**src/hw/rtl/dmx_pkg.sv**
```systemverilog
// Shared types, constants and the logarithmic curve table for the DMX512 slot receiver.
package dmx_pkg;

    // Field widths.
    localparam int BYTE_W    = 8;
    localparam int ADDR_W    = 10;
    localparam int CH_W      = 3;
    localparam int SUM_W     = 16;
    localparam int STORED_W  = 16;
    localparam int CFG_IDX_W = 1;
    localparam int CFG_W     = 16;

    // Frame geometry.
    localparam int NUM_CHANNELS = 6;
    localparam int MAX_SLOT     = 512;
    localparam int CMD_LEN      = 5;
    localparam int CMD_IDX_W    = 3;

    // Start codes and command bytes.
    localparam logic [BYTE_W-1:0] CODE_DATA    = 8'h00;
    localparam logic [BYTE_W-1:0] CODE_CMD     = 8'h91;
    localparam logic [BYTE_W-1:0] MFR_HI       = 8'h7F;
    localparam logic [BYTE_W-1:0] MFR_LO       = 8'hFF;
    localparam logic [BYTE_W-1:0] CMD_SET_ADDR = 8'h01;

    // Addresses.
    localparam logic [ADDR_W-1:0] ADDR_DEFAULT = 10'd1;
    localparam logic [ADDR_W-1:0] ADDR_MAX     = 10'd512;

    // Configuration register indexes.
    localparam logic [CFG_IDX_W-1:0] CFG_STORED_ADDRESS = 1'd0;
    localparam logic [CFG_IDX_W-1:0] CFG_CURVE_LINEAR   = 1'd1;

    // Receive phase.
    typedef enum logic [2:0] {
        PH_IDLE       = 3'd0,
        PH_BREAK      = 3'd1,
        PH_START_CODE = 3'd2,
        PH_SKIP       = 3'd3,
        PH_RUN        = 3'd4,
        PH_CMD        = 3'd5,
        PH_SUM_HI     = 3'd6,
        PH_SUM_LO     = 3'd7
    } dmx_phase_t;

    // One result beat.
    typedef struct packed {
        logic              level_valid;
        logic [CH_W-1:0]   channel_index;
        logic [BYTE_W-1:0] level;
        logic              address_write;
        logic [ADDR_W-1:0] active_address;
    } dmx_result_t;

    // Logarithmic dimmer curve.
    localparam logic [BYTE_W-1:0] LOG_CURVE [256] = '{
        8'd0,8'd1,8'd1,8'd1,8'd1,8'd1,8'd1,8'd1,8'd1,8'd1,8'd1,8'd1,8'd1,8'd1,8'd1,8'd1,
        8'd1,8'd1,8'd1,8'd2,8'd2,8'd2,8'd2,8'd2,8'd2,8'd2,8'd2,8'd2,8'd2,8'd2,8'd2,8'd2,
        8'd2,8'd2,8'd2,8'd2,8'd2,8'd2,8'd2,8'd2,8'd2,8'd2,8'd2,8'd3,8'd3,8'd3,8'd3,8'd3,
        8'd3,8'd3,8'd3,8'd3,8'd3,8'd3,8'd3,8'd3,8'd3,8'd3,8'd4,8'd4,8'd4,8'd4,8'd4,8'd4,
        8'd4,8'd4,8'd4,8'd4,8'd4,8'd4,8'd5,8'd5,8'd5,8'd5,8'd5,8'd5,8'd5,8'd5,8'd5,8'd6,
        8'd6,8'd6,8'd6,8'd6,8'd6,8'd6,8'd6,8'd7,8'd7,8'd7,8'd7,8'd7,8'd7,8'd8,8'd8,8'd8,
        8'd8,8'd8,8'd8,8'd9,8'd9,8'd9,8'd9,8'd9,8'd10,8'd10,8'd10,8'd10,8'd10,8'd11,8'd11,
        8'd11,
        8'd11,8'd12,8'd12,8'd12,8'd12,8'd13,8'd13,8'd13,8'd14,8'd14,8'd14,8'd14,8'd15,
        8'd15,8'd15,8'd16,
        8'd16,8'd17,8'd17,8'd17,8'd18,8'd18,8'd18,8'd19,8'd19,8'd20,8'd20,8'd21,8'd21,
        8'd21,8'd22,8'd22,
        8'd23,8'd23,8'd24,8'd24,8'd25,8'd26,8'd26,8'd27,8'd27,8'd28,8'd28,8'd29,8'd30,
        8'd30,8'd31,8'd32,
        8'd32,8'd33,8'd34,8'd35,8'd35,8'd36,8'd37,8'd38,8'd39,8'd39,8'd40,8'd41,8'd42,
        8'd43,8'd44,8'd45,
        8'd46,8'd47,8'd48,8'd49,8'd50,8'd51,8'd52,8'd53,8'd55,8'd56,8'd57,8'd58,8'd60,
        8'd61,8'd62,8'd64,
        8'd65,8'd66,8'd68,8'd69,8'd71,8'd72,8'd74,8'd76,8'd77,8'd79,8'd81,8'd83,8'd84,
        8'd86,8'd88,8'd90,
        8'd92,8'd94,8'd96,8'd98,8'd100,8'd103,8'd105,8'd107,8'd109,8'd112,8'd114,8'd117,
        8'd119,8'd122,8'd125,8'd127,
        8'd130,8'd133,8'd136,8'd139,8'd142,8'd145,8'd148,8'd152,8'd155,8'd158,8'd162,
        8'd165,8'd169,8'd173,8'd177,8'd180,
        8'd184,8'd189,8'd193,8'd197,8'd201,8'd206,8'd210,8'd215,8'd219,8'd224,8'd229,
        8'd234,8'd239,8'd245,8'd250,8'd255
    };

endpackage

```
**src/hw/rtl/dmx512_slot_receiver.sv**
```systemverilog
// Top level of the DMX512 slot receiver: decoder plus output buffering.
//
// Input channel: one received serial byte per beat (rx_byte) with break_seen set
// when the byte carried a framing error. A flagged byte restarts the frame.
// Output channel: exactly one result beat per input beat, in order: a channel
// level (level_valid, channel_index, level), an address-command report
// (address_write) and the start address in force (active_address).
// Configuration: cfg_write with cfg_index 0 writes the stored start address,
// index 1 selects linear (1) or logarithmic (0) levels; write only while idle.
// A beat can be taken on every cycle while in_stall is low; the whole
// per-byte decode sits between the input and the result register. A skid
// stage holds one more result, so in_stall rises only when the output has
// been stalled with two results waiting.
// Reset clears the receive phase, counters and checksum, drops any address set
// by command, and sets stored address and linear mode to 1; the block waits
// for a break before decoding.
module dmx512_slot_receiver
    import dmx_pkg::*;
(
    input  logic                 clk,
    input  logic                 rst_n,
    input  logic                 in_valid,
    output logic                 in_stall,
    input  logic [BYTE_W-1:0]    rx_byte,
    input  logic                 break_seen,
    output logic                 out_valid,
    input  logic                 out_stall,
    output logic                 level_valid,
    output logic [CH_W-1:0]      channel_index,
    output logic [BYTE_W-1:0]    level,
    output logic                 address_write,
    output logic [ADDR_W-1:0]    active_address,
    input  logic                 cfg_write,
    input  logic [CFG_IDX_W-1:0] cfg_index,
    input  logic [CFG_W-1:0]     cfg_data
);

    logic        accept;
    logic        full;
    dmx_result_t core_result;
    dmx_result_t out_data;

    assign in_stall = full;
    assign accept   = in_valid && !full;

    // Per-byte decode.
    dmx_core u_core (
        .clk        (clk),
        .rst_n      (rst_n),
        .accept     (accept),
        .rx_byte    (rx_byte),
        .break_seen (break_seen),
        .cfg_write  (cfg_write),
        .cfg_index  (cfg_index),
        .cfg_data   (cfg_data),
        .result     (core_result)
    );

    // Result register and skid stage.
    dmx_obuf u_obuf (
        .clk       (clk),
        .rst_n     (rst_n),
        .push      (accept),
        .push_data (core_result),
        .full      (full),
        .out_valid (out_valid),
        .out_stall (out_stall),
        .out_data  (out_data)
    );

    assign level_valid    = out_data.level_valid;
    assign channel_index  = out_data.channel_index;
    assign level          = out_data.level;
    assign address_write  = out_data.address_write;
    assign active_address = out_data.active_address;

    // The skid stage only fills behind a waiting result.
    assert property (@(posedge clk) disable iff (!rst_n) in_stall |-> out_valid)
        else $error("skid stage holds a beat while the output is empty");

    // After an accepted beat, out_valid is always high in the next cycle.
    assert property (@(posedge clk) disable iff (!rst_n)
        (in_valid && !in_stall) |=> out_valid)
        else $error("accepted beat produced no result");

    // A beat never reports a level and an address command together.
    assert property (@(posedge clk) disable iff (!rst_n)
        out_valid |-> !(level_valid && address_write))
        else $error("level and address command in one beat");

    // Channel index stays within the channel count and the address in range.
    assert property (@(posedge clk) disable iff (!rst_n)
        out_valid |-> ((!level_valid || channel_index < CH_W'(NUM_CHANNELS)) &&
                       active_address >= ADDR_DEFAULT && active_address <= ADDR_MAX))
        else $error("channel index or active address out of range");

endmodule

```
**src/hw/rtl/dmx_core.sv**
```systemverilog
// Frame decoder: receive phase, slot and channel counters, command check and level shaping.
module dmx_core
    import dmx_pkg::*;
(
    input  logic                 clk,
    input  logic                 rst_n,
    input  logic                 accept,
    input  logic [BYTE_W-1:0]    rx_byte,
    input  logic                 break_seen,
    input  logic                 cfg_write,
    input  logic [CFG_IDX_W-1:0] cfg_index,
    input  logic [CFG_W-1:0]     cfg_data,
    output dmx_result_t          result
);

    dmx_phase_t          phase_reg, phase_next, phase_in;
    logic [ADDR_W-1:0]   slot_count_reg, slot_count_next, slot_in, slot_inc;
    logic [CH_W-1:0]     channel_count_reg, channel_count_next;
    logic [CH_W:0]       channel_inc;
    logic [SUM_W-1:0]    running_sum_reg, running_sum_next, sum_lo;
    logic                override_valid_reg, override_valid_next;
    logic [ADDR_W-1:0]   override_address_reg, override_address_next;
    logic [BYTE_W-1:0]   command_bytes_reg [CMD_LEN];
    logic                cmd_write;
    logic [CMD_IDX_W-1:0] cmd_idx;
    logic [STORED_W-1:0] stored_address_reg;
    logic                curve_linear_reg;
    logic [ADDR_W-1:0]   cur_address;
    logic [SUM_W-1:0]    cmd_address;
    logic                cmd_ok;
    logic [BYTE_W-1:0]   shaped;

    // Configuration registers.
    always_ff @(posedge clk or negedge rst_n)
    begin
        if (!rst_n)
        begin
            stored_address_reg <= STORED_W'(ADDR_DEFAULT);
            curve_linear_reg   <= 1'b1;
        end
        else if (cfg_write)
        begin
            case (cfg_index)
                CFG_STORED_ADDRESS: stored_address_reg <= cfg_data;
                CFG_CURVE_LINEAR:   curve_linear_reg   <= cfg_data[0];
                default:            ;
            endcase
        end
    end

    // Address in force before this byte.
    always_comb
    begin
        if (override_valid_reg)
            cur_address = override_address_reg;
        else if (stored_address_reg >= 16'd1 &&
                 stored_address_reg <= STORED_W'(ADDR_MAX))
            cur_address = stored_address_reg[ADDR_W-1:0];
        else
            cur_address = ADDR_DEFAULT;
    end

    // A break restarts the frame; a slot count past the end stops it.
    always_comb
    begin
        phase_in = break_seen ? PH_BREAK : phase_reg;
        slot_in  = break_seen ? '0 : slot_count_reg;
        if (slot_in > ADDR_W'(MAX_SLOT))
            phase_in = PH_IDLE;
        slot_inc    = slot_in + 1'b1;
        channel_inc = {1'b0, channel_count_reg} + 1'b1;
        sum_lo      = running_sum_reg - {8'd0, rx_byte};
        cmd_address = {command_bytes_reg[3], command_bytes_reg[4]};
        cmd_ok      = (sum_lo == '0) && (command_bytes_reg[0] == MFR_HI) &&
                      (command_bytes_reg[1] == MFR_LO) &&
                      (command_bytes_reg[2] == CMD_SET_ADDR) &&
                      (cmd_address >= 16'd1) && (cmd_address <= SUM_W'(ADDR_MAX));
        shaped      = curve_linear_reg ? rx_byte : LOG_CURVE[rx_byte];
        cmd_idx     = slot_in[CMD_IDX_W-1:0];
    end

    // Next receive phase.
    always_comb
    begin
        phase_next = phase_in;
        case (phase_in)
            PH_BREAK:
                phase_next = PH_START_CODE;
            PH_START_CODE:
            begin
                if (rx_byte == CODE_DATA)
                    phase_next = PH_SKIP;
                else if (rx_byte == CODE_CMD)
                    phase_next = PH_CMD;
                else
                    phase_next = PH_IDLE;
            end
            PH_SKIP:
            begin
                if (slot_inc == cur_address)
                    phase_next = (NUM_CHANNELS <= 1) ? PH_IDLE : PH_RUN;
            end
            PH_RUN:
            begin
                if (channel_inc >= (CH_W+1)'(NUM_CHANNELS))
                    phase_next = PH_IDLE;
            end
            PH_CMD:
            begin
                if (slot_inc >= ADDR_W'(CMD_LEN))
                    phase_next = PH_SUM_HI;
            end
            PH_SUM_HI:
                phase_next = PH_SUM_LO;
            PH_SUM_LO:
                phase_next = PH_IDLE;
            default:
                phase_next = PH_IDLE;
        endcase
    end

    // Counters, checksum, address override and the result beat.
    always_comb
    begin
        slot_count_next       = slot_in;
        channel_count_next    = channel_count_reg;
        running_sum_next      = running_sum_reg;
        override_valid_next   = override_valid_reg;
        override_address_next = override_address_reg;
        cmd_write             = 1'b0;
        result                = '0;
        case (phase_in)
            PH_START_CODE:
            begin
                if (rx_byte == CODE_CMD)
                    running_sum_next = '0;
            end
            PH_SKIP:
            begin
                slot_count_next = slot_inc;
                if (slot_inc == cur_address)
                begin
                    result.level_valid = 1'b1;
                    result.level       = shaped;
                    channel_count_next = CH_W'(1);
                end
            end
            PH_RUN:
            begin
                slot_count_next      = slot_inc;
                result.level_valid   = 1'b1;
                result.channel_index = channel_count_reg;
                result.level         = shaped;
                channel_count_next   = channel_inc[CH_W-1:0];
            end
            PH_CMD:
            begin
                cmd_write        = 1'b1;
                slot_count_next  = slot_inc;
                running_sum_next = running_sum_reg + {8'd0, rx_byte};
            end
            PH_SUM_HI:
                running_sum_next = running_sum_reg - {rx_byte, 8'd0};
            PH_SUM_LO:
            begin
                running_sum_next = sum_lo;
                if (cmd_ok)
                begin
                    override_valid_next   = 1'b1;
                    override_address_next = cmd_address[ADDR_W-1:0];
                    result.address_write  = 1'b1;
                end
            end
            default:
                ;
        endcase
        result.active_address = result.address_write ? override_address_next : cur_address;
    end

    // Control state.
    always_ff @(posedge clk or negedge rst_n)
    begin
        if (!rst_n)
        begin
            phase_reg            <= PH_IDLE;
            slot_count_reg       <= '0;
            channel_count_reg    <= '0;
            running_sum_reg      <= '0;
            override_valid_reg   <= 1'b0;
            override_address_reg <= ADDR_DEFAULT;
        end
        else if (accept)
        begin
            phase_reg            <= phase_next;
            slot_count_reg       <= slot_count_next;
            channel_count_reg    <= channel_count_next;
            running_sum_reg      <= running_sum_next;
            override_valid_reg   <= override_valid_next;
            override_address_reg <= override_address_next;
        end
    end

    // Command byte store; the command phase only sees slot counts below five.
    always_ff @(posedge clk)
    begin
        if (accept && cmd_write && cmd_idx < CMD_IDX_W'(CMD_LEN))
            command_bytes_reg[cmd_idx] <= rx_byte;
    end

endmodule

```
**src/hw/rtl/dmx_obuf.sv**
```systemverilog
// Result register with a skid stage between the decoder and the output channel.
module dmx_obuf
    import dmx_pkg::*;
(
    input  logic        clk,
    input  logic        rst_n,
    input  logic        push,
    input  dmx_result_t push_data,
    output logic        full,
    output logic        out_valid,
    input  logic        out_stall,
    output dmx_result_t out_data
);

    logic        out_valid_reg, skid_valid_reg;
    dmx_result_t out_data_reg, skid_data_reg;
    logic        out_taken;

    assign out_taken = out_valid_reg && !out_stall;
    assign full      = skid_valid_reg;
    assign out_valid = out_valid_reg;
    assign out_data  = out_data_reg;

    // Valid flags.
    always_ff @(posedge clk or negedge rst_n)
    begin
        if (!rst_n)
        begin
            out_valid_reg  <= 1'b0;
            skid_valid_reg <= 1'b0;
        end
        else if (skid_valid_reg)
        begin
            if (out_taken)
                skid_valid_reg <= 1'b0;
        end
        else if (push)
        begin
            if (out_valid_reg && !out_taken)
                skid_valid_reg <= 1'b1;
            else
                out_valid_reg <= 1'b1;
        end
        else if (out_taken)
        begin
            out_valid_reg <= 1'b0;
        end
    end

    // Beat payloads.
    always_ff @(posedge clk)
    begin
        if (skid_valid_reg)
        begin
            if (out_taken)
                out_data_reg <= skid_data_reg;
        end
        else if (push)
        begin
            if (out_valid_reg && !out_taken)
                skid_data_reg <= push_data;
            else
                out_data_reg <= push_data;
        end
    end

endmodule

```
**config.mk**
```make
export PLATFORM = sky130hd
export DESIGN_NAME = dmx512_slot_receiver
export DESIGN_NICKNAME = d
export VERILOG_FILES = /design/src/hw/rtl/dmx_pkg.sv /design/src/hw/rtl/dmx512_slot_receiver.sv /design/src/hw/rtl/dmx_core.sv /design/src/hw/rtl/dmx_obuf.sv
export SDC_FILE = /design/constraint.sdc
export NUM_CORES = 1
export LEC_CHECK = 0
export ABC_AREA = 1
export BUFFER_PORTS_ARGS = -buffer_cell sky130_fd_sc_hd__buf_2
export CAP_MARGIN = 30
export CORE_MARGIN = 4
export CORE_UTILIZATION = 32
export DETAILED_ROUTE_END_ITERATION = 16
export GPL_ROUTABILITY_DRIVEN = 1
export REMOVE_ABC_BUFFERS = 1
export SLEW_MARGIN = 5
export SYNTH_ARGS = -nofsm -noshare
export SYNTH_HDL_FRONTEND = slang
export SYNTH_SLANG_ARGS = --single-unit
export TNS_END_PERCENT = 5
```
**constraint.sdc**
```tcl
create_clock -name clk -period 6.8 [get_ports clk]
set_clock_uncertainty 0.2 [all_clocks]
set_input_delay 1.36 -clock clk [delete_from_list [all_inputs] [get_ports clk]]
set_output_delay 1.36 -clock clk [all_outputs]
set_load 0.02 [all_outputs]
```
==> results by group <==
Outcome
  – Status: finished clean

Die
  – Die H: 184 um
  – Initial core utilization: between 30% and 40%
  – Die area: between 0.03 and 0.04 sq mm
  – # rows: between 60 and 70
  – Die W: roughly 180 um
  – IO Pins: 56
  – Core Footprint: ~0.03 sq mm

Placed design
  – PortBufs: 55
  – Placed cell count: between 1500 and 2000
  – Post-DP HPWL: around 21000 um
  – GP Congestion: ~0.96

Finish
  – Max reg flops: 40
  – Antenna diodes: 0
  – Layout cells sized above 1: 12.6%
  – Final nets: 1403
  – Area grow syn2layout: 12.7%
  – Non-Filler Instances: ~1700

Drt
  – First DRT Iteration DRCs: between 800 and 900
  – Routed wire per std cell: between 15 and 20 um
  – Via/cell ratio: 5.15
  – Via count: approximately 9000
  – Final WL: 28700 um
  – DRC violations left: 0
  – Final ANT Viol Nets: 0
  – DR pass1 iterations: 6

Critical path
  – CP arrival: about 4.7 ns
  – CP required: 6.78 ns
  – Worst Setup Path Type: in -> reg
  – R2R setup slack: roughly 3.3 ns
  – Crit Path Max Fanout: 23
  – Crit end category: register
  – Critical Path Source Type: primary input

STA
  – Relative slew slack: between 40% and 50%
  – Tmin final: roughly 4.7 ns
  – Setup TNS: 0 ns
  – Final setup viols: 0
  – Hold Vio Cnt, Final: 0
  – RSZ-0062 raised after global routing: no
  – Final Max Tran Viols: 0
  – Worst-Margin Slew: approximately 0.85 ns
  – Max frequency: roughly 210 MHz
  – Period utilization: between 60% and 70%

Clock tree
  – H-tree levels: 4
  – Clk buf depth: 2
  – Post-CTS Resized: 0
  – Clk_lat worst skew: around 0.43 ns
  – Setup Fix Bufs, Post-CTS: 0
  – Root buf cell: clkbuf_16
  – CTS tree: done
  – CTS sink cnt: 148
  – TritonCTS Buffers: 17
  – Worst-path clk slew: ~0.070 ns
  – Hold buffers post-CTS: 0

Synth
  – Post-synthesis sequential area ratio: between 40% and 50%
  – Netlist cell types: 54
  – Post-synth ARST share: approximately two fifths
  – Largest cells by area after synthesis: edfxtp_1 (26%), dfrtp_1 (15%), nand2_1 (13%)
  – Most common library cells after synthesis: nand2_1 (354), inv_1 (135), nor2_1 (113), nand3_1 (95), edfxtp_1 (86)
  – Mux cell area share after synthesis: about 1.0%
  – Top cell type's share of synthesized area: between 20% and 30%
  – Flops & latches, synth: roughly 150
  – Mapped Cells: ~1300
  – Post-synth top flop: edfxtp_1
  – Avg Inst Size Synth: roughly 7.7 sq um
  – Mapped Area: between 0.009 and 0.01 sq mm
  – Largest family of logic cells by synthesized area: simple AND/OR/NAND/NOR gates
  – Post-Synth Adder-Cell Area: under 10%
  – YS warnings: 0
  – Most frequent cell after synthesis: nand2_1
  – Yosys top cell by area: edfxtp_1
  – Complex-gate fraction of the synthesized area: about 11%
  – Synth Area in Simple Gates: a little over 30%
  – Post-synth EDFFs: between 80 and 90
  – Post-Synth XOR/XNOR Area: under 10%

Global route
  – Total gr overflow: 0
  – Initial antenna violation count: 0
  – Vias in the first global route: 8414
  – First-pass GRT wire length: roughly 46000 um
  – GRT Total Usage: between 15 and 20%
  – Largest net degree at the start of global routing: 63

Pwr
  – Max IR drop VDD: around 0.17 mV
  – Pwr per Cell Area: roughly 240 mW/mm^2
  – Leakage power total: 5.18 nW

Hold path
  – HP Class: reg -> reg

Run
  – Max-Cap Viols: 0
routing by layer:
metal / vias up / GRT usage [%] / wire length (um)
li1: 4405 / - / -
met1: 4145 / 24.0 / 13400
met2: 355 / 26.8 / 12900
met3: 53 / 2.73 / 1770
met4: 0 / 4.79 / 615
met5: - / 0 / 0
layout by cell type, fill, tap and decap left out, types with 6 or more instances in the layout:
cell type / instances
clkbuf_16: 17
nand3_1: 95
o21ai_0: 74
a31oi_1: 10
nor2_2: 8
buf_2: 55
buf_4: 11
inv_2: 14
o22ai_1: 8
clkinv_1: 7
o21ai_1: 24
nor2_4: 7
nand2_1: 354
edfxtp_1: 86
dfrtp_1: 59
ha_1: 37
and2_1: 6
nor2_1: 112
inv_1: 135
a21oi_1: 57
xor2_1: 15
o211ai_1: 10
nor3_1: 20
nor4_1: 8
nand4_1: 27
nand4_2: 8
mux2_2: 9
kinds of logic after synthesis:
group / count (synthesis)
multiplexers: 9
AND/OR/NAND/NOR: 673
XOR/XNOR: 18
AO/OA/AOI/OAI: 201
flip-flops: 148
buffers and inverters: 197
adder cells (fa/ha/maj): 40
layout make-up:
cell class / count / area (sq um)
Tap cell: 396 / 495
Clock inverter: 15 / 145
Timing Repair Buffer: 68 / 400
Inverter: 156 / 594
Clock buffer: 17 / 425
Fill cell: 3210 / 19400
Sequential cell: 148 / 4140
Multi-Input combinational cell: 941 / 4960
critical path, cell delays in order:
cell and delay [ns]:
buf_2 0.40, clkinv_1 0.47, ha_1 0.52, a21oi_1 0.22, nand2_1 0.11, xor2_1 0.25, nand4_1 0.14, nor2_1 0.17
nand3_2 0.12, nor2_4 0.32, nand3_2 0.31, nand2_1 0.14, nand2_1 0.08, nand2_1 0.07, nand2_1 0.06
stage by stage:
step | power (mW) | util [%] | instance area (sq um) | hold slack, ns | setup slack (ns)
floorplan | 1.50 | - | 9680 | 0.252 | 2.32
global placement | 1.72 | 34.5 | 10500 | 0.267 | 1.74
detailed placement | 1.72 | 34.5 | 10600 | 0.278 | 1.66
CTS | 2.66 | 36.4 | 11100 | 0.286 | 2.10
global route | 2.77 | 36.5 | 11200 | 0.304 | 1.68
finish | 2.64 | 36.5 | 11200 | 0.285 | 2.05
where the power goes:
part / total [mW] / internal [mW] / switching (mW)
combinational: 0.588 / 0.160 / 0.428
sequential: 1.11 / 1.07 / 0.0404
clock: 0.936 / 0.514 / 0.421
path summary, 6_finish.rpt:
kind / start / endpoint / cells past startpoint
min reg2reg: u_core.override_address_reg[0] / u_core.override_address_reg[0] / 2
min in group asynchronous: rst_n / u_core.stored_address_reg[11] / 2
max: rx_byte[2] / u_obuf.out_data[5] / 15
max in group asynchronous: rst_n / u_core.curve_linear_reg / 3
max reg2reg: u_core.running_sum_reg[0] / u_obuf.out_data[5] / 15
min: u_core.override_address_reg[0] / u_core.override_address_reg[0] / 2
(Power assumes the default switching activity.)
